$ cat config.mk
export PLATFORM = sky130hd
export DESIGN_NAME = sync_fletcher8_frame_deframer
export DESIGN_NICKNAME = d
export VERILOG_FILES = /design/src/rtl/fl8_pkg.sv /design/src/rtl/fl8_in_stage.sv /design/src/rtl/fl8_parser.sv /design/src/rtl/fl8_out_stage.sv /design/src/rtl/sync_fletcher8_frame_deframer.sv
export SDC_FILE = /design/constraint.sdc
export NUM_CORES = 1
export LEC_CHECK = 0
export BUFFER_PORTS_ARGS = -buffer_cell sky130_fd_sc_hd__clkbuf_2
export CAP_MARGIN = 20
export CORE_MARGIN = 4
export CORE_UTILIZATION = 49
export DETAILED_ROUTE_END_ITERATION = 7
export PLACE_DENSITY = 0.79
export SLEW_MARGIN = 0
export SYNTH_ARGS = -nofsm -noshare
export SYNTH_HDL_FRONTEND = slang
export SYNTH_SLANG_ARGS = --single-unit
$ cat constraint.sdc
create_clock -name clk -period 6.1 [get_ports clk]
set_input_delay 0.61 -clock clk [delete_from_list [all_inputs] [get_ports clk]]
set_output_delay 0.61 -clock clk [all_outputs]
set_load 0.02 [all_outputs]
$ cat src/rtl/fl8_pkg.sv
`default_nettype none
package fl8_pkg;

  localparam int unsigned MAX_FIELDS = 64;
  localparam int unsigned FC_W       = 7;
  localparam int unsigned IDX_W      = 6;
  localparam int unsigned BYTE_W     = 8;
  localparam int unsigned WORD_W     = 32;

  localparam logic [FC_W-1:0]   FC_RESET    = 7'd52;
  localparam logic [FC_W-1:0]   FC_MAX      = FC_W'(MAX_FIELDS);
  localparam logic [BYTE_W-1:0] SYNC_FIRST  = 8'h41;
  localparam logic [BYTE_W-1:0] SYNC_SECOND = 8'h71;
  localparam logic [BYTE_W-1:0] TYPE_TELEM  = 8'h54;

  typedef enum logic [2:0] {
    PH_HUNT,
    PH_SYNC2,
    PH_TYPE,
    PH_PAYLOAD,
    PH_CHK_A,
    PH_CHK_B
  } phase_t;

  typedef enum logic [1:0] {
    KIND_FIELD,
    KIND_GOOD,
    KIND_ERROR
  } kind_t;

  typedef struct packed {
    logic              vld;
    kind_t             kind;
    logic [IDX_W-1:0]  idx;
    logic [WORD_W-1:0] value;
    logic              last;
  } res_t;

endpackage
`default_nettype wire

$ cat src/rtl/fl8_in_stage.sv
`default_nettype none
module fl8_in_stage (
  input  wire logic                       clk,
  input  wire logic                       rst_n,
  input  wire logic                       in_valid,
  input  wire logic [fl8_pkg::BYTE_W-1:0] in_byte,
  input  wire logic                       go,
  output logic                            in_stall,
  output logic                            vld,
  output logic [fl8_pkg::BYTE_W-1:0]      byte_q
);

  logic                       vld_r;
  logic                       vld_nxt;
  logic [fl8_pkg::BYTE_W-1:0] byte_r;
  logic                       take;

  assign in_stall = vld_r && !go;
  assign take     = in_valid && !in_stall;
  assign vld_nxt  = take ? 1'b1 : (go ? 1'b0 : vld_r);

  always_ff @(posedge clk) begin
    if (!rst_n) begin
      vld_r <= 1'b0;
    end else begin
      vld_r <= vld_nxt;
    end
  end

  always_ff @(posedge clk) begin
    if (take) begin
      byte_r <= in_byte;
    end
  end

  assign vld    = vld_r;
  assign byte_q = byte_r;

endmodule
`default_nettype wire

$ cat src/rtl/fl8_parser.sv
`default_nettype none
module fl8_parser (
  input  wire logic                       clk,
  input  wire logic                       rst_n,
  input  wire logic                       go,
  input  wire logic [fl8_pkg::BYTE_W-1:0] b,
  input  wire logic                       cfg_wr_en,
  input  wire logic [fl8_pkg::FC_W-1:0]   cfg_wr_data,
  output fl8_pkg::res_t                   res,
  output fl8_pkg::phase_t                 phase
);

  fl8_pkg::phase_t                 phase_r, phase_nxt;
  logic [fl8_pkg::FC_W-1:0]        fc_r;
  logic [fl8_pkg::BYTE_W-1:0]      sum_a_r, sum_a_nxt;
  logic [fl8_pkg::BYTE_W-1:0]      sum_b_r, sum_b_nxt;
  logic [1:0]                      bif_r, bif_nxt;
  logic [fl8_pkg::IDX_W-1:0]       cnt_r, cnt_nxt;
  logic [23:0]                     part_r, part_nxt;
  logic [fl8_pkg::FC_W-1:0]        eff;
  logic [fl8_pkg::FC_W-1:0]        cnt_inc;
  logic [fl8_pkg::BYTE_W-1:0]      sum_a_add;
  logic [fl8_pkg::BYTE_W-1:0]      sum_b_add;
  logic                            field_done;
  logic                            frame_done;

  assign eff        = (fc_r > fl8_pkg::FC_MAX) ? fl8_pkg::FC_MAX : fc_r;
  assign cnt_inc    = {1'b0, cnt_r} + 7'd1;
  assign sum_a_add  = sum_a_r + b;
  assign sum_b_add  = sum_b_r + sum_a_add;
  assign field_done = (bif_r == 2'd3);
  assign frame_done = field_done && (cnt_inc >= eff);

  always_comb begin
    phase_nxt = phase_r;
    unique case (phase_r)
      fl8_pkg::PH_HUNT: begin
        if (b == fl8_pkg::SYNC_FIRST) phase_nxt = fl8_pkg::PH_SYNC2;
      end
      fl8_pkg::PH_SYNC2: begin
        phase_nxt = (b == fl8_pkg::SYNC_SECOND) ? fl8_pkg::PH_TYPE : fl8_pkg::PH_HUNT;
      end
      fl8_pkg::PH_TYPE: begin
        if (b != fl8_pkg::TYPE_TELEM) begin
          phase_nxt = fl8_pkg::PH_HUNT;
        end else begin
          phase_nxt = (eff == '0) ? fl8_pkg::PH_CHK_A : fl8_pkg::PH_PAYLOAD;
        end
      end
      fl8_pkg::PH_PAYLOAD: begin
        if (frame_done) phase_nxt = fl8_pkg::PH_CHK_A;
      end
      fl8_pkg::PH_CHK_A: begin
        phase_nxt = (b != sum_a_r) ? fl8_pkg::PH_HUNT : fl8_pkg::PH_CHK_B;
      end
      fl8_pkg::PH_CHK_B: phase_nxt = fl8_pkg::PH_HUNT;
      default:           phase_nxt = fl8_pkg::PH_HUNT;
    endcase
  end

  always_comb begin
    sum_a_nxt = sum_a_r;
    sum_b_nxt = sum_b_r;
    bif_nxt   = bif_r;
    cnt_nxt   = cnt_r;
    part_nxt  = part_r;
    res       = '0;
    res.kind  = fl8_pkg::KIND_FIELD;
    unique case (phase_r)
      fl8_pkg::PH_SYNC2: begin
        if (b == fl8_pkg::SYNC_SECOND) begin
          sum_a_nxt = '0;
          sum_b_nxt = '0;
        end
      end
      fl8_pkg::PH_TYPE: begin
        if (b == fl8_pkg::TYPE_TELEM) begin
          bif_nxt  = '0;
          cnt_nxt  = '0;
          part_nxt = '0;
        end
      end
      fl8_pkg::PH_PAYLOAD: begin
        sum_a_nxt = sum_a_add;
        sum_b_nxt = sum_b_add;
        if (!field_done) begin
          unique case (bif_r)
            2'd0:    part_nxt = {part_r[23:8], b};
            2'd1:    part_nxt = {part_r[23:16], b, part_r[7:0]};
            default: part_nxt = {b, part_r[15:0]};
          endcase
          bif_nxt = bif_r + 2'd1;
        end else begin
          res.vld   = 1'b1;
          res.kind  = fl8_pkg::KIND_FIELD;
          res.idx   = cnt_r;
          res.value = {b, part_r};
          part_nxt  = '0;
          bif_nxt   = '0;
          cnt_nxt   = frame_done ? '0 : cnt_inc[fl8_pkg::IDX_W-1:0];
        end
      end
      fl8_pkg::PH_CHK_A: begin
        if (b != sum_a_r) begin
          res.vld  = 1'b1;
          res.kind = fl8_pkg::KIND_ERROR;
          res.last = 1'b1;
        end
      end
      fl8_pkg::PH_CHK_B: begin
        res.vld  = 1'b1;
        res.kind = (b == sum_b_r) ? fl8_pkg::KIND_GOOD : fl8_pkg::KIND_ERROR;
        res.last = 1'b1;
      end
      default: begin
      end
    endcase
    res.vld = res.vld && go;
  end

  always_ff @(posedge clk) begin
    if (!rst_n) begin
      phase_r <= fl8_pkg::PH_HUNT;
      fc_r    <= fl8_pkg::FC_RESET;
      sum_a_r <= '0;
      sum_b_r <= '0;
      bif_r   <= '0;
      cnt_r   <= '0;
      part_r  <= '0;
    end else begin
      if (cfg_wr_en) begin
        fc_r <= cfg_wr_data;
      end
      if (go) begin
        phase_r <= phase_nxt;
        sum_a_r <= sum_a_nxt;
        sum_b_r <= sum_b_nxt;
        bif_r   <= bif_nxt;
        cnt_r   <= cnt_nxt;
        part_r  <= part_nxt;
      end
    end
  end

  assign phase = phase_r;

endmodule
`default_nettype wire

$ cat src/rtl/fl8_out_stage.sv
`default_nettype none
module fl8_out_stage (
  input  wire logic          clk,
  input  wire logic          rst_n,
  input  wire fl8_pkg::res_t res,
  input  wire logic          out_stall,
  output logic               ready,
  output fl8_pkg::res_t      res_q
);

  logic          vld_r, vld_nxt;
  fl8_pkg::res_t res_r;

  assign ready   = !vld_r || !out_stall;
  assign vld_nxt = res.vld ? 1'b1 : (out_stall ? vld_r : 1'b0);

  always_ff @(posedge clk) begin
    if (!rst_n) begin
      vld_r <= 1'b0;
    end else begin
      vld_r <= vld_nxt;
    end
  end

  always_ff @(posedge clk) begin
    if (res.vld) begin
      res_r <= res;
    end
  end

  always_comb begin
    res_q     = res_r;
    res_q.vld = vld_r;
  end

endmodule
`default_nettype wire

$ cat src/rtl/sync_fletcher8_frame_deframer.sv
`default_nettype none
// Byte-stream frame deframer. Each accepted byte passes an input register, the parse
// logic and a result register, so one byte is taken every clock cycle when the result
// side does not stall; its result is driven from the result register. Frames are
// 'A','q','T', then field_count four-byte little-endian fields (each emitted as a word
// with its index), then two Fletcher-8 check bytes; a status word with last set ends a
// frame. field_count above 64 acts as 64, zero means no fields. Write cfg only when idle.
module sync_fletcher8_frame_deframer (
  input  wire logic                        clk,
  input  wire logic                        rst_n,
  input  wire logic                        in_valid,
  output logic                             in_stall,
  input  wire logic [7:0]                  in_rx_byte,
  output logic                             out_valid,
  input  wire logic                        out_stall,
  output logic [1:0]                       out_kind,
  output logic [5:0]                       out_field_index,
  output logic [31:0]                      out_field_value,
  output logic                             out_last,
  input  wire logic                        cfg_wr_en,
  input  wire logic [6:0]                  cfg_wr_data
);

  logic                       in_vld;
  logic [fl8_pkg::BYTE_W-1:0] in_byte_q;
  logic                       out_ready;
  logic                       go;
  fl8_pkg::res_t              res;
  fl8_pkg::res_t              res_q;
  fl8_pkg::phase_t            phase;

  assign go = in_vld && out_ready;

  fl8_in_stage u_in (
    .clk      (clk),
    .rst_n    (rst_n),
    .in_valid (in_valid),
    .in_byte  (in_rx_byte),
    .go       (go),
    .in_stall (in_stall),
    .vld      (in_vld),
    .byte_q   (in_byte_q)
  );

  fl8_parser u_parser (
    .clk         (clk),
    .rst_n       (rst_n),
    .go          (go),
    .b           (in_byte_q),
    .cfg_wr_en   (cfg_wr_en),
    .cfg_wr_data (cfg_wr_data),
    .res         (res),
    .phase       (phase)
  );

  fl8_out_stage u_out (
    .clk       (clk),
    .rst_n     (rst_n),
    .res       (res),
    .out_stall (out_stall),
    .ready     (out_ready),
    .res_q     (res_q)
  );

  assign out_valid       = res_q.vld;
  assign out_kind        = res_q.kind;
  assign out_field_index = res_q.idx;
  assign out_field_value = res_q.value;
  assign out_last        = res_q.last;

  a_status_fmt: assert property (@(posedge clk) disable iff (!rst_n)
    out_valid && out_last |-> out_kind != fl8_pkg::KIND_FIELD &&
      out_field_index == '0 && out_field_value == '0)
    else $error("status word carries field data");

  a_field_fmt: assert property (@(posedge clk) disable iff (!rst_n)
    out_valid && !out_last |-> out_kind == fl8_pkg::KIND_FIELD)
    else $error("non-last word is not a field");

  a_stall_cause: assert property (@(posedge clk) disable iff (!rst_n)
    in_stall |-> in_vld && out_valid && out_stall)
    else $error("input stalled without output back-pressure");

  a_end_hunt: assert property (@(posedge clk) disable iff (!rst_n)
    res.vld && res.last |=> phase == fl8_pkg::PH_HUNT)
    else $error("parser not hunting after frame status");

endmodule
`default_nettype wire

After elaboration in Yosys (flattened, before gate mapping)
Cells that the tools add are included.
{"block": "totals", "regBits": 109, "latchBits": 0, "ram_bits": 0, "romBits": 0, "in_bits": 20, "out_inout_bits": 43, "wordCells": 101, "mem_count": 0}
{"block": "classes", "addsub": 4, "multipliers": 0, "div_mod_pow": 0, "order_cmp": 2, "eq_ne": 23, "shifts": 0, "mux": 32, "n_bitwise": 0, "reduce_logical": 24}
{"operator": "case mux 24 bit (2 select lines)", "n": 2}
{"operator": "two-way mux 24 bit", "n": 2}
{"operator": "two-way mux 41 bit", "n": 1}
{"operator": "case mux 8 bit (2 select lines)", "n": 2}
{"operator": "equality test 8 x 7 -> 1 bit (second input constant)", "n": 3}
{"operator": "two-way mux 3 bit", "n": 6}
{"operator": "two-way mux 6 bit", "n": 3}
{"operator": "adder 8 bit", "n": 2}
{"operator": "case mux 3 bit (5 select lines)", "n": 1}
{"operator": "AND reduction 5 bit", "n": 3}
{"operator": "inequality test 2 x 1 -> 1 bit (second input constant)", "n": 6}
{"operator": "inequality test 3 x 2 -> 1 bit (second input constant)", "n": 4}
{"operator": "case mux 6 bit (2 select lines)", "n": 1}
{"operator": "case mux 3 bit (3 select lines)", "n": 1}
{"operator": "AND reduction 3 bit", "n": 3}
{"operator": "equality test 8 bit", "n": 1}
{"operator": "two-way mux 2 bit", "n": 4}
{"operator": "two-way mux 8 bit", "n": 1}
{"operator": "inequality test 8 x 7 -> 1 bit (second input constant)", "n": 1}
{"operator": "inequality test 8 bit", "n": 1}
{"operator": "adder 6 x 1 -> 7 bit (second input constant)", "n": 1}
{"operator": ">= comparator 7 bit", "n": 1}
{"operator": "greater-than comparator 7 bit (second input constant)", "n": 1}
{"operator": "zero test 7 bit", "n": 1}
{"operator": "18 further kinds", "n": 33}

Longest topological paths before layout
Gate-level depths: netlist (run 1).
{"block": "logic_depth", "depth_word": 8, "ltp_mapped": 14, "ltp_nobuf": 14}

Hierarchy
From an unflattened synthesis (run 1), not the netlist that was laid out.
{"block": "unflattened", "cells_unflattened": 520, "area_unflattened_um2": 5246.3}
{"mod": "fl8_parser", "n_inst": 1, "cells_each": 461, "area_per_inst_um2": 3678.5, "seq_area_each_um2": 1161.1}
{"mod": "fl8_out_stage", "n_inst": 1, "cells_each": 46, "area_per_inst_um2": 1273.7, "seq_area_each_um2": 1251.2}
{"mod": "fl8_in_stage", "n_inst": 1, "cells_each": 12, "area_per_inst_um2": 287.8, "seq_area_each_um2": 260.2}
{"mod": "sync_fletcher8_frame_deframer", "n_inst": 1, "cells_each": 1, "area_per_inst_um2": 6.3, "seq_area_each_um2": 0.0}

Worst setup path before layout (run 1)
No wires, ideal clock.
{"block": "synth_path", "path_type": "register to register", "startpoint": "reg u_in.byte_r (netlist bit u_in.byte_q[0])", "endpoint": "reg u_parser.sum_b_r[7] (netlist name)", "setup_ns": 0.144, "arrival_time_ns": 2.771, "required_time_ns": 5.956, "slack_ns": 3.185, "path_stages_with_launch": 15, "n_path_buf": 0, "synth_period_minus_slack_ns": 2.915, "cell_sequence": "edfxtp_1 -> ha_1 -> fa_1 -> a21o_1 -> a21oi_1 -> o21bai_1 -> a21oi_1 -> xnor2_1 -> ha_1 -> o21ai_0 -> a21oi_1 -> a21oi_1 -> nor3_1 -> mux2i_1 -> o2111ai_1"}
{"block": "synth_between", "elab_chain_cells": 3, "word_cells_on_any_way": 6, "cone_classes": "2 x add/sub; 2 x eq/ne; 1 x mux; 1 x reduce/logical"}
{"element": "start: declaration", "line_no": "fl8_in_stage.sv:15", "rtl": "logic [fl8_pkg::BYTE_W-1:0] byte_r;"}
{"element": "start signal: assignment", "line_no": "fl8_in_stage.sv:32", "rtl": "byte_r <= in_byte;"}
{"element": "adder 8 bit / equality test 8 x 7 -> 1 bit (equally long branches)", "line_no": "fl8_parser.sv:29, fl8_parser.sv:71"}
{"element": "adder 8 bit / inequality test 2 x 1 -> 1 bit (equally long branches)"}
{"element": "case mux 8 bit (2 select lines) / AND reduction 3 bit (equally long branches)"}
{"element": "end signal: assignment", "line_no": "fl8_parser.sv:137", "rtl": "sum_b_r <= sum_b_nxt;"}
{"element": "end: declaration", "line_no": "fl8_parser.sv:16", "rtl": "logic [fl8_pkg::BYTE_W-1:0] sum_b_r, sum_b_nxt;"}
Parallel ways exist; a longest one is shown, timed or not.
A chain may end at the register's enable or synchronous reset.

Worst setup path in the final report (run 1)
Ends and elaborated chain as after synthesis.

==> impl_metrics.csv, run 1 <==
group,metric,value,unit
run_status,outcome,"complete, no violations",
synthesis,avgSynthCellArea,10.1,µm²
timing,fin_skew,0.0105,ns
critical_path,reg2reg_depth,14,
routing,num_vias,4020,
synthesis,syn_inst,516,
routing,via_per_inst,5.67,
finish,diodes,0,
cts,clk_pin_slew,0.11,ns
floorplan,die_h,111,µm
global_routing,overflow,0,
power,power_switching,0.323,mW
floorplan,initial_utilization,0.504,
routing,wire_per_inst,15.6,µm
critical_path,worst_path_largest_cell_delay,0.54,ns
global_routing,grtUsageTotal,0.180,
cts,cts-root-buf,"clkbuf_8",
critical_path,cp_cell_sequence,"ha_1 > fa_1 > a21o_1 > a21oi_1 > o21bai_1 > a21oi_1 > xnor2_1 > ha_1 > o21ai_0 > a21oi_1 > a21oi_1 > nor3_1 > mux2i_1 > o2111ai_1",
timing,finalHoldViolCount,0,
timing,setup_viol,0,
cts,cts_resized,0,
timing,fin_crit_sh,0.536,
placement,dpl.hpwl,7.68,mm
synthesis,synth_top_cell_by_area,"edfxtp_1",
flow_run,drv_cap,0,
placement,io_buffers,62,
synthesis,synth-seq-cells,109,
placement,gp_congestion,0.840,
finish,layout_common_cells,"clkbuf_2 (62), dfxtp_1 (60), edfxtp_1 (49)",
critical_path,worst_ep_arrival_time,3.51,ns
cts,cts.sinks,109,
critical_path,crit_path_start_kind,"flip-flop",
timing,worstMarginPinSlew,1.08,ns
cts,h-tree-depth,3,
finish,num-nets-final,617,
critical_path,cp_max_fo,8,
power,max-vdd-ir-drop,151,µV
cts,post_cts_buffers,0,
min_path,hp-class,"input port to flip-flop",
floorplan,core,10300,µm²
timing,layout_min_cycle_time,3.27,ns
critical_path,cp_common_cell,"a21oi_1",
floorplan,io_pins,63,
power,p_int,0.953,mW
finish,utilization,0.567,
cts,numCtsBuffers,9,
cts,cts_tree,"yes",
power,p_comb_frac,0.047,
floorplan,rows,37,
routing,antenna_left,0,
finish,final_common_cell,"clkbuf_2",
global_routing,antenna_found_initial,0,
critical_path,cp_data_required_time,6.34,ns
critical_path,crit_family,"compound AO/OA/AOI/OAI gates",
critical_path,worstSetupEndpointType,"flip-flop",
timing,final_max_slew_viol_count,0,
synthesis,synth_edf_count,49,
min_path,min_path_cells,1,
floorplan,die_area,12300,µm²
timing,fin_setup_tns,0,ns
routing,drt_pass1_iterations,5,
critical_path,crit_slowest_cell,"edfxtp_1",
synthesis,syn-num-nets,565,
critical_path,cp_num_cells,14,
finish,areaGrowthSynthToFinish,12.6,%
power,power_switching_share,0.253,
global_routing,grt_max_degree,53,
synthesis,synthDistinctLibCells,55,
global_routing,grt_pass1_wl,18.3,mm
cts,cts_buffer_depth,2,
synthesis,synth_top_area_share,0.283,
power,powerDensity,218,nW/µm²
routing,drc_errors,0,
power,p_leak,2.48,nW
power,seq_power_share,0.615,
synthesis,yosys-top-cells-area,"edfxtp_1 (28%), dfxtp_1 (23%), ha_1 (6.5%)",
timing,rsz0062_at_grt,"false",
synthesis,netlist_area,5200,µm²
synthesis,async_flop_share,0,
global_routing,grt_pass1_vias,3826,
critical_path,crit_buf_inv,0,
cts,cts-hold-fix-buffers,0,
timing,max_freq,0.306,GHz
synthesis,yosys_warnings,0,
critical_path,worstSetupPathType,"flip-flop to flip-flop",
synthesis,ys_seq_area_frac,0.514,
routing,wirelength,11.1,mm
synthesis,synth_top_flop_cell,"dfxtp_1",
timing,slew_headroom,0.280,
finish,drive_gt1_frac,0.159,
floorplan,die_w,111,µm
cts,clk-insertion-delay-late,0.38,ns
routing,drt_iter0_drc,245,
power,p_clk_frac,0.339,
[registers in the layout (all words and copies together), names as in the netlist, 3 cells and up]
signal / cells
u_out.res_q: 41
u_parser.part_r: 24
u_in.byte_q: 8
u_parser.sum_a_r: 8
u_parser.sum_b_r: 8
u_parser.fc_r: 7
u_parser.cnt_r: 6
u_parser.phase: 3
[Yosys cell counts, types with 2 or more instances]
| cell type | count |
|---|---|
| a211o_1 | 2 |
| a21o_1 | 5 |
| a21oi_1 | 42 |
| a22oi_1 | 19 |
| a311oi_1 | 2 |
| and2_0 | 2 |
| and2_1 | 4 |
| and3_1 | 41 |
| buf_1 | 3 |
| clkbuf_1 | 21 |
| dfxtp_1 | 60 |
| edfxtp_1 | 49 |
| fa_1 | 2 |
| ha_1 | 27 |
| inv_1 | 13 |
| mux2i_1 | 8 |
| nand2_1 | 43 |
| nand2b_1 | 3 |
| nand3_1 | 28 |
| nand4_1 | 2 |
| nor2_1 | 42 |
| nor2b_1 | 8 |
| nor3_1 | 17 |
| nor3b_1 | 2 |
| nor4_1 | 5 |
| o21a_1 | 3 |
| o21ai_0 | 10 |
| o21ai_1 | 4 |
| o22ai_1 | 4 |
| or3_1 | 4 |
| xnor2_1 | 12 |
| xor2_1 | 6 |
[path summary, 6_finish.rpt]
kind                         endpoint                start  slack [ns]
setup / recovery  u_parser.sum_b_r[7]       u_in.byte_q[0]        2.83
hold / removal         u_in.byte_q[5]        in_rx_byte[5]        0.40
setup reg to reg  u_parser.sum_b_r[7]       u_in.byte_q[0]        2.83
hold reg to reg   u_parser.part_r[21]  u_parser.part_r[21]        0.45
[per-layer routing]
layer,GRT usage,routed length [µm],vias to the layer above
li1,-,-,1983
met1,0.240,4820,1911
met2,0.299,5440,115
met3,0.0388,661,11
met4,0.0468,138,0
met5,0,0,-
[stage by stage]
step	hold slack, ns	cells	total power, mW	area [µm²]	setup WS (ns)
after detailed placement	0.441	691	0.860	5600	2.86
after CTS	0.389	707	1.28	5800	2.87
final	0.396	709	1.28	5850	2.83
after global placement	0.437	691	0.857	5600	2.95
after floorplan	0.427	516	0.836	5200	3.18
after global routing	0.385	709	1.32	5850	2.68
[kinds of logic (layout without fill, tap and decap cells)]
| family | count (synthesis) | count (layout) | share of synthesized area |
|---|---|---|---|
| AO/OA/AOI/OAI | 104 | 104 | 0.128 |
| XOR/XNOR | 18 | 18 | 0.0303 |
| adder cells (fa/ha/maj) | 29 | 29 | 0.0727 |
| buffers and inverters | 39 | 96 | 0.0298 |
| flip-flops | 109 | 109 | 0.514 |
| multiplexers | 8 | 8 | 0.0154 |
| AND/OR/NAND/NOR | 209 | 209 | 0.209 |
[power by group through the flow]
stage / sequential (mW) / clock [mW] / combinational, mW
final: 0.784 / 0.432 / 0.0598
after global routing: 0.785 / 0.471 / 0.0669
after CTS: 0.784 / 0.436 / 0.0597
after detailed placement: 0.801 / 0 / 0.0592
after global placement: 0.800 / 0 / 0.0562
after floorplan: 0.789 / 0 / 0.0473
[worst register-to-register path: cells and delay by family (launching register included)]
family / cells / cell delay, ns
XOR/XNOR: 1 / 0.17
multiplexers: 1 / 0.15
adder cells (fa/ha/maj): 3 / 0.98
AND/OR/NAND/NOR: 1 / 0.09
flip-flops: 1 / 0.54
AO/OA/AOI/OAI: 8 / 1.18
[final cells by class]
type	count	area, µm²
clock buffer	9	124
clock inverter	7	80.1
fill	864	4470
inverter	13	48.8
multi-input combinational	368	2370
sequential	109	2670
tap	136	170
timing repair buffer	67	388
No activity file was read; power rests on OpenSTA's default activity.
==> run 2, diff against run 1 <==
Clock period 6.1 ns to 3.2 ns, I/O delays scaled along.
==> run 2 against run 1 <==
Against the previous run:
- combinational power increased to 2.5 times the previous value
- non-clock buffer count is 13 higher
- register-to-register slack worse by 2.6 ns
- sequential power rose by 88%
- clock skew up 0.0014 ns
==> impl_metrics.csv, run 2 (same netlist as run 1, synthesis figures left out) <==
group,metric,value,unit
floorplan,rows,37,
critical_path,worst_ep_arrival_time,3.23,ns
global_routing,grtUsageTotal,0.187,
cts,cts_tree,"yes",
timing,fin_crit_sh,0.940,
global_routing,use_met2,0.316,
placement,place_area,5690,µm²
floorplan,core,10300,µm²
critical_path,worstSetupPathType,"flip-flop to flip-flop",
routing,wire_per_inst,15.9,µm
finish,largest_reg_flops,41,
critical_path,crit_path_start_kind,"flip-flop",
power,max-vdd-ir-drop,306,µV
timing,rsz0062_at_grt,"false",
critical_path,cp_max_fo,4,
finish,areaGrowthSynthToFinish,13.5,%
min_path,hp-class,"input port to flip-flop",
placement,gp_congestion,0.895,
routing,drt_pass1_iterations,5,
critical_path,crit_buf_inv,0,
finish,design_area,5900,µm²
timing,max_freq,0.332,GHz
global_routing,grt_pass1_wl,19.2,mm
global_routing,use_met3,0.0377,
routing,antenna_left,0,
critical_path,crit_slowest_cell,"edfxtp_1",
timing,final_max_slew_viol_count,0,
power,powerDensity,406,nW/µm²
timing,layout_min_cycle_time,3.01,ns
global_routing,grt-busiest-layer,"met2",
cts,numCtsBuffers,9,
finish,final_common_cell,"clkbuf_2",
routing,drt_iter0_drc,301,
critical_path,worstReg2RegStart,"u_in.byte_q[0]",
global_routing,antenna_found_initial,0,
cts,h-tree-depth,3,
timing,fin_skew,0.0119,ns
cts,clk-insertion-delay-late,0.37,ns
critical_path,crit_start,"u_in.byte_q[0]",
timing,setup_ws,0.191,ns
flow_run,drv_cap,0,
critical_path,cp_data_required_time,3.43,ns
global_routing,overflow,0,
floorplan,die_w,111,µm
critical_path,cp_cell_sequence,"ha_2 > fa_2 > a21o_1 > a21oi_2 > o21bai_1 > a21oi_1 > xnor2_1 > ha_1 > o21ai_0 > a21oi_1 > a21oi_2 > nor3_1 > mux2i_1 > o2111ai_1",
timing,fin_setup_tns,0,ns
placement,dp_slack,0.00403,ns
floorplan,initial_utilization,0.504,
power,p_leak,2.51,nW
finish,diodes,0,
timing,worstMarginPinSlew,1.05,ns
cts,clk_pin_slew,0.10,ns
placement,dpl.hpwl,8.25,mm
floorplan,io_pins,63,
timing,finalHoldViolCount,0,
timing,slew_headroom,0.296,
routing,num_vias,4133,
finish,layout_common_cells,"clkbuf_2 (62), dfxtp_1 (60), edfxtp_1 (49)",
min_path,min_from,"in_rx_byte[7]",
floorplan,die_h,111,µm
global_routing,grt_max_degree,35,
run_status,outcome,"complete, no violations",
critical_path,worst_path_largest_cell_delay,0.43,ns
critical_path,crit_family,"compound AO/OA/AOI/OAI gates",
critical_path,worstSetupEndpointType,"flip-flop",
floorplan,die_area,12300,µm²
global_routing,grtUsageMet1,0.245,
timing,setup_viol,0,
routing,drc_errors,0,
finish,num-nets-final,630,
global_routing,grt_pass1_vias,3970,
finish,drive_gt1_frac,0.184,
cts,cts-root-buf,"clkbuf_8",
placement,io_buffers,62,
routing,wirelength,11.5,mm
timing,holdWs,0.122,ns
cts,cts-hold-fix-buffers,0,
cts,cts_buffer_depth,2,
finish,nFillCells,872,
routing,via_per_inst,5.72,
cts,cts.sinks,109,
[run 2: cell types whose count changed in the layout (fill, tap and decap cells not counted), moves of 2 or more]
cell      delta
a21oi_1      -2
a21oi_2      +2
buf_16       -2
buf_4       +15
clkinv_8     -2
[run 2: metal layers]
metal / up-vias / share of wire
met1: 1948 / 0.43
met3: 16 / 0.064
met2: 157 / 0.49
li1: 2012 / -
met4: 0 / 0.013
met5: - / 0
[run 2: metrics by stage]
step	instances	util	total power [mW]
after floorplan	516	-	1.59
after global placement	704	0.551	1.64
after detailed placement	704	0.551	1.65
after CTS	720	0.568	2.40
after global routing	722	0.572	2.49
final	722	0.572	2.39
[run 2: layout make-up]
type	count	area [µm²]	share of cell area
multi-input combinational	368	2390	0.405
inverter	13	48.8	0.00827
clock buffer	10	128	0.0216
timing repair buffer	80	445	0.0755
sequential	109	2670	0.453
tap	136	170	0.0288
clock inverter	6	47.5	0.00806
[run 2: worst register-to-register path: cells and delay by family (launching register included)]
kind,cells,cell delay [ns]
compound gates,8,1.14
xor+xnor,1,0.18
fa+ha+maj,3,0.88
flops,1,0.43
mux,1,0.16
simple gates,1,0.08
[run 2: repair_timing]
item,4_1_cts,5_1_grt
setup buffers,0,2
endpoints found under the hold margin,0,0
setup endpoints to repair,0,2
gates resized for setup,0,7
[run 2: worst paths after layout]
| check | depth (start not counted) | endpoint | slack [ns] |
|---|---|---|---|
| hold / removal | 1 | u_in.byte_q[7] | 0.12 |
| hold reg to reg | 2 | u_parser.part_r[0] | 0.45 |
| setup / recovery | 14 | u_parser.sum_b_r[7] | 0.19 |
| setup reg to reg | 14 | u_parser.sum_b_r[7] | 0.19 |
[run 2: where the power goes]
group | leakage [nW] | switching, mW | internal [mW] | total (mW)
registers | 1.04 | 0.0153 | 1.46 | 1.47
logic | 1.39 | 0.0923 | 0.0592 | 0.151
clock network | 0.0887 | 0.476 | 0.291 | 0.768
total | 2.51 | 0.584 | 1.81 | 2.39
==> run 3, diff against run 2 <==
Settings changed: PLACE_DENSITY 0.79 to 0.69.
==> run 3 against run 2 <==
Against the previous run:
- die area did not move
- power rose by 3.9%
- critical path depth did not move
- first-iteration DRC count fell by 20%
- clock skew rose by 0.0019 ns
- sequential cell count did not move
- via count fell by 3.0%
- routed wire length fell by 4.0%
- core utilization rose by 0.18 points
- count of clock-buffer cells in the layout did not move
- sequential share of layout area fell by 0.14 points
- critical path type unchanged
- critical endpoint unchanged
- highest routed layer unchanged
==> impl_metrics.csv, run 3 (same netlist as run 1, synthesis figures left out) <==
group,metric,value,unit
run_status,outcome,"complete, no violations",
floorplan,core,10300,µm²
routing,wirelength,11.0,mm
cts,cts_tree,"yes",
cts,cts-hold-fix-buffers,0,
timing,final_max_slew_viol_count,0,
global_routing,overflow,0,
critical_path,cp_max_fo,4,
cts,h-tree-depth,3,
finish,layout_common_cells,"clkbuf_2 (62), dfxtp_1 (60), edfxtp_1 (49)",
global_routing,grtUsageTotal,0.182,
critical_path,crit_slowest_cell,"edfxtp_1",
cts,cts.sinks,109,
timing,worstMarginPinSlew,1.02,ns
critical_path,worst_path_largest_cell_delay,0.43,ns
timing,layout_min_cycle_time,2.95,ns
min_path,min_to,"u_in.byte_q[7]",
min_path,min_from,"in_rx_byte[7]",
power,powerDensity,420,nW/µm²
floorplan,die_h,111,µm
cts,cts_resized,0,
finish,areaGrowthSynthToFinish,13.9,%
critical_path,r2r-end,"u_parser.sum_b_r[7]",
finish,largest_reg_flops,41,
cts,clk_pin_slew,0.11,ns
global_routing,grt_max_degree,35,
timing,finalHoldViolCount,0,
min_path,min_path_cells,1,
timing,fin_skew,0.0138,ns
critical_path,cp_data_required_time,3.43,ns
timing,setup_viol,0,
timing,fin_setup_tns,0,ns
routing,drt_pass1_iterations,5,
cts,numCtsBuffers,9,
cts,cts_buffer_depth,2,
power,finalPower,2.49,mW
placement,gp_congestion,0.818,
floorplan,io_pins,63,
routing,drc_errors,0,
cts,clk-insertion-delay-late,0.38,ns
critical_path,ff2ff_setup_slack,0.25,ns
finish,final_common_cell,"clkbuf_2",
critical_path,crit_path_start_kind,"flip-flop",
finish,drive_gt1_frac,0.179,
routing,antenna_left,0,
global_routing,use_met2,0.299,
placement,dpl.hpwl,8.08,mm
placement,io_buffers,62,
cts,cts-root-buf,"clkbuf_8",
power,max-vdd-ir-drop,218,µV
global_routing,use_met3,0.0366,
global_routing,grt-busiest-layer,"met2",
critical_path,worst_ep_arrival_time,3.18,ns
power,p_leak,2.53,nW
critical_path,cp_cell_sequence,"ha_1 > fa_1 > a21o_1 > a21oi_2 > o21bai_1 > a21oi_2 > xnor2_1 > ha_1 > o21ai_0 > a21oi_1 > a21oi_2 > nor4_1 > mux2i_1 > o2111ai_1",
cts,post_cts_buffers,0,
critical_path,reg2reg_depth,14,
global_routing,grtUsageMet1,0.242,
timing,slew_headroom,0.315,
timing,rsz0062_at_grt,"false",
critical_path,worstSetupPathType,"flip-flop to flip-flop",
finish,diodes,0,
floorplan,initial_utilization,0.504,
finish,num-nets-final,629,
global_routing,grt_pass1_wl,18.5,mm
placement,place_area,5700,µm²
min_path,hp-class,"input port to flip-flop",
routing,wire_per_inst,15.3,µm
floorplan,rows,37,
critical_path,worstReg2RegStart,"u_in.byte_q[0]",
timing,max_freq,0.339,GHz
flow_run,drv_cap,0,
routing,num_vias,4007,
finish,utilization,0.574,
global_routing,grt_pass1_vias,3852,
critical_path,cp_common_cell,"a21oi_2",
routing,drt_iter0_drc,242,
routing,via_per_inst,5.56,
floorplan,die_area,12300,µm²
global_routing,antenna_found_initial,0,
timing,fin_crit_sh,0.923,
critical_path,worstSetupEndpointType,"flip-flop",
floorplan,die_w,111,µm
finish,design_area,5920,µm²
==> run 3: changes by cell type in the layout (fill, tap and decap cells not counted), sizes merged <==
cell,before,now
buf,18,17
bufinv,0,1
clkinvlp,1,0
==> run 3: critical path: cells and delay by family, from the launching register on <==
| family | cells | cell delay [ns] |
|---|---|---|
| AO/OA/AOI/OAI | 8 | 1.08 |
| XOR/XNOR | 1 | 0.16 |
| adder cells (fa/ha/maj) | 3 | 0.94 |
| flip-flops | 1 | 0.43 |
| multiplexers | 1 | 0.14 |
| AND/OR/NAND/NOR | 1 | 0.07 |
==> run 3: worst max-delay path by stage <==
| stage | start | end | slack [ns] | depth (start not counted) |
|---|---|---|---|---|
| 2_1_floorplan | u_in.byte_q[0] | u_parser.sum_b_r[7] | 0.28 | 14 |
| 5_1_grt | u_in.byte_q[1] | u_parser.sum_b_r[6] | 0.02 | 12 |
| 4_1_cts | u_in.byte_q[0] | u_parser.sum_b_r[7] | 0.1 | 14 |
| 3_5_place_dp | u_in.byte_q[0] | u_parser.sum_b_r[7] | 0.12 | 14 |
| 6_report | u_in.byte_q[0] | u_parser.sum_b_r[7] | 0.25 | 14 |
| 3_3_place_gp | u_in.byte_q[0] | u_parser.sum_b_r[7] | 0.21 | 14 |
==> run 3: final cells by class <==
class	instances	area, µm²
Clock inverter	6	81.3
Clock buffer	10	128
Timing Repair Buffer	79	438
Fill cell	864	4400
Sequential cell	109	2670
Multi-Input combinational cell	368	2380
Tap cell	136	170
Inverter	13	48.8
==> run 3: metal layers <==
metal  wire [µm]  share of wire
met5           0              0
met4         153          0.014
met3         609          0.055
met2        5310           0.48
met1        4940           0.45
==> run 3: power by group <==
part           switching, mW  internal (mW)
Clock                  0.490          0.378
Sequential            0.0139           1.46
Combinational         0.0892         0.0583
Total                  0.593           1.89
==> run 3: stage by stage <==
| stage | hold slack, ns | setup WS (ns) | std cells |
|---|---|---|---|
| global placement | 0.436 | 0.213 | 705 |
| floorplan | 0.419 | 0.285 | 516 |
| detailed placement | 0.441 | 0.116 | 705 |
| finish | 0.109 | 0.247 | 721 |
| global route | 0.0914 | 0.0207 | 721 |
| CTS | 0.0984 | 0.0969 | 721 |
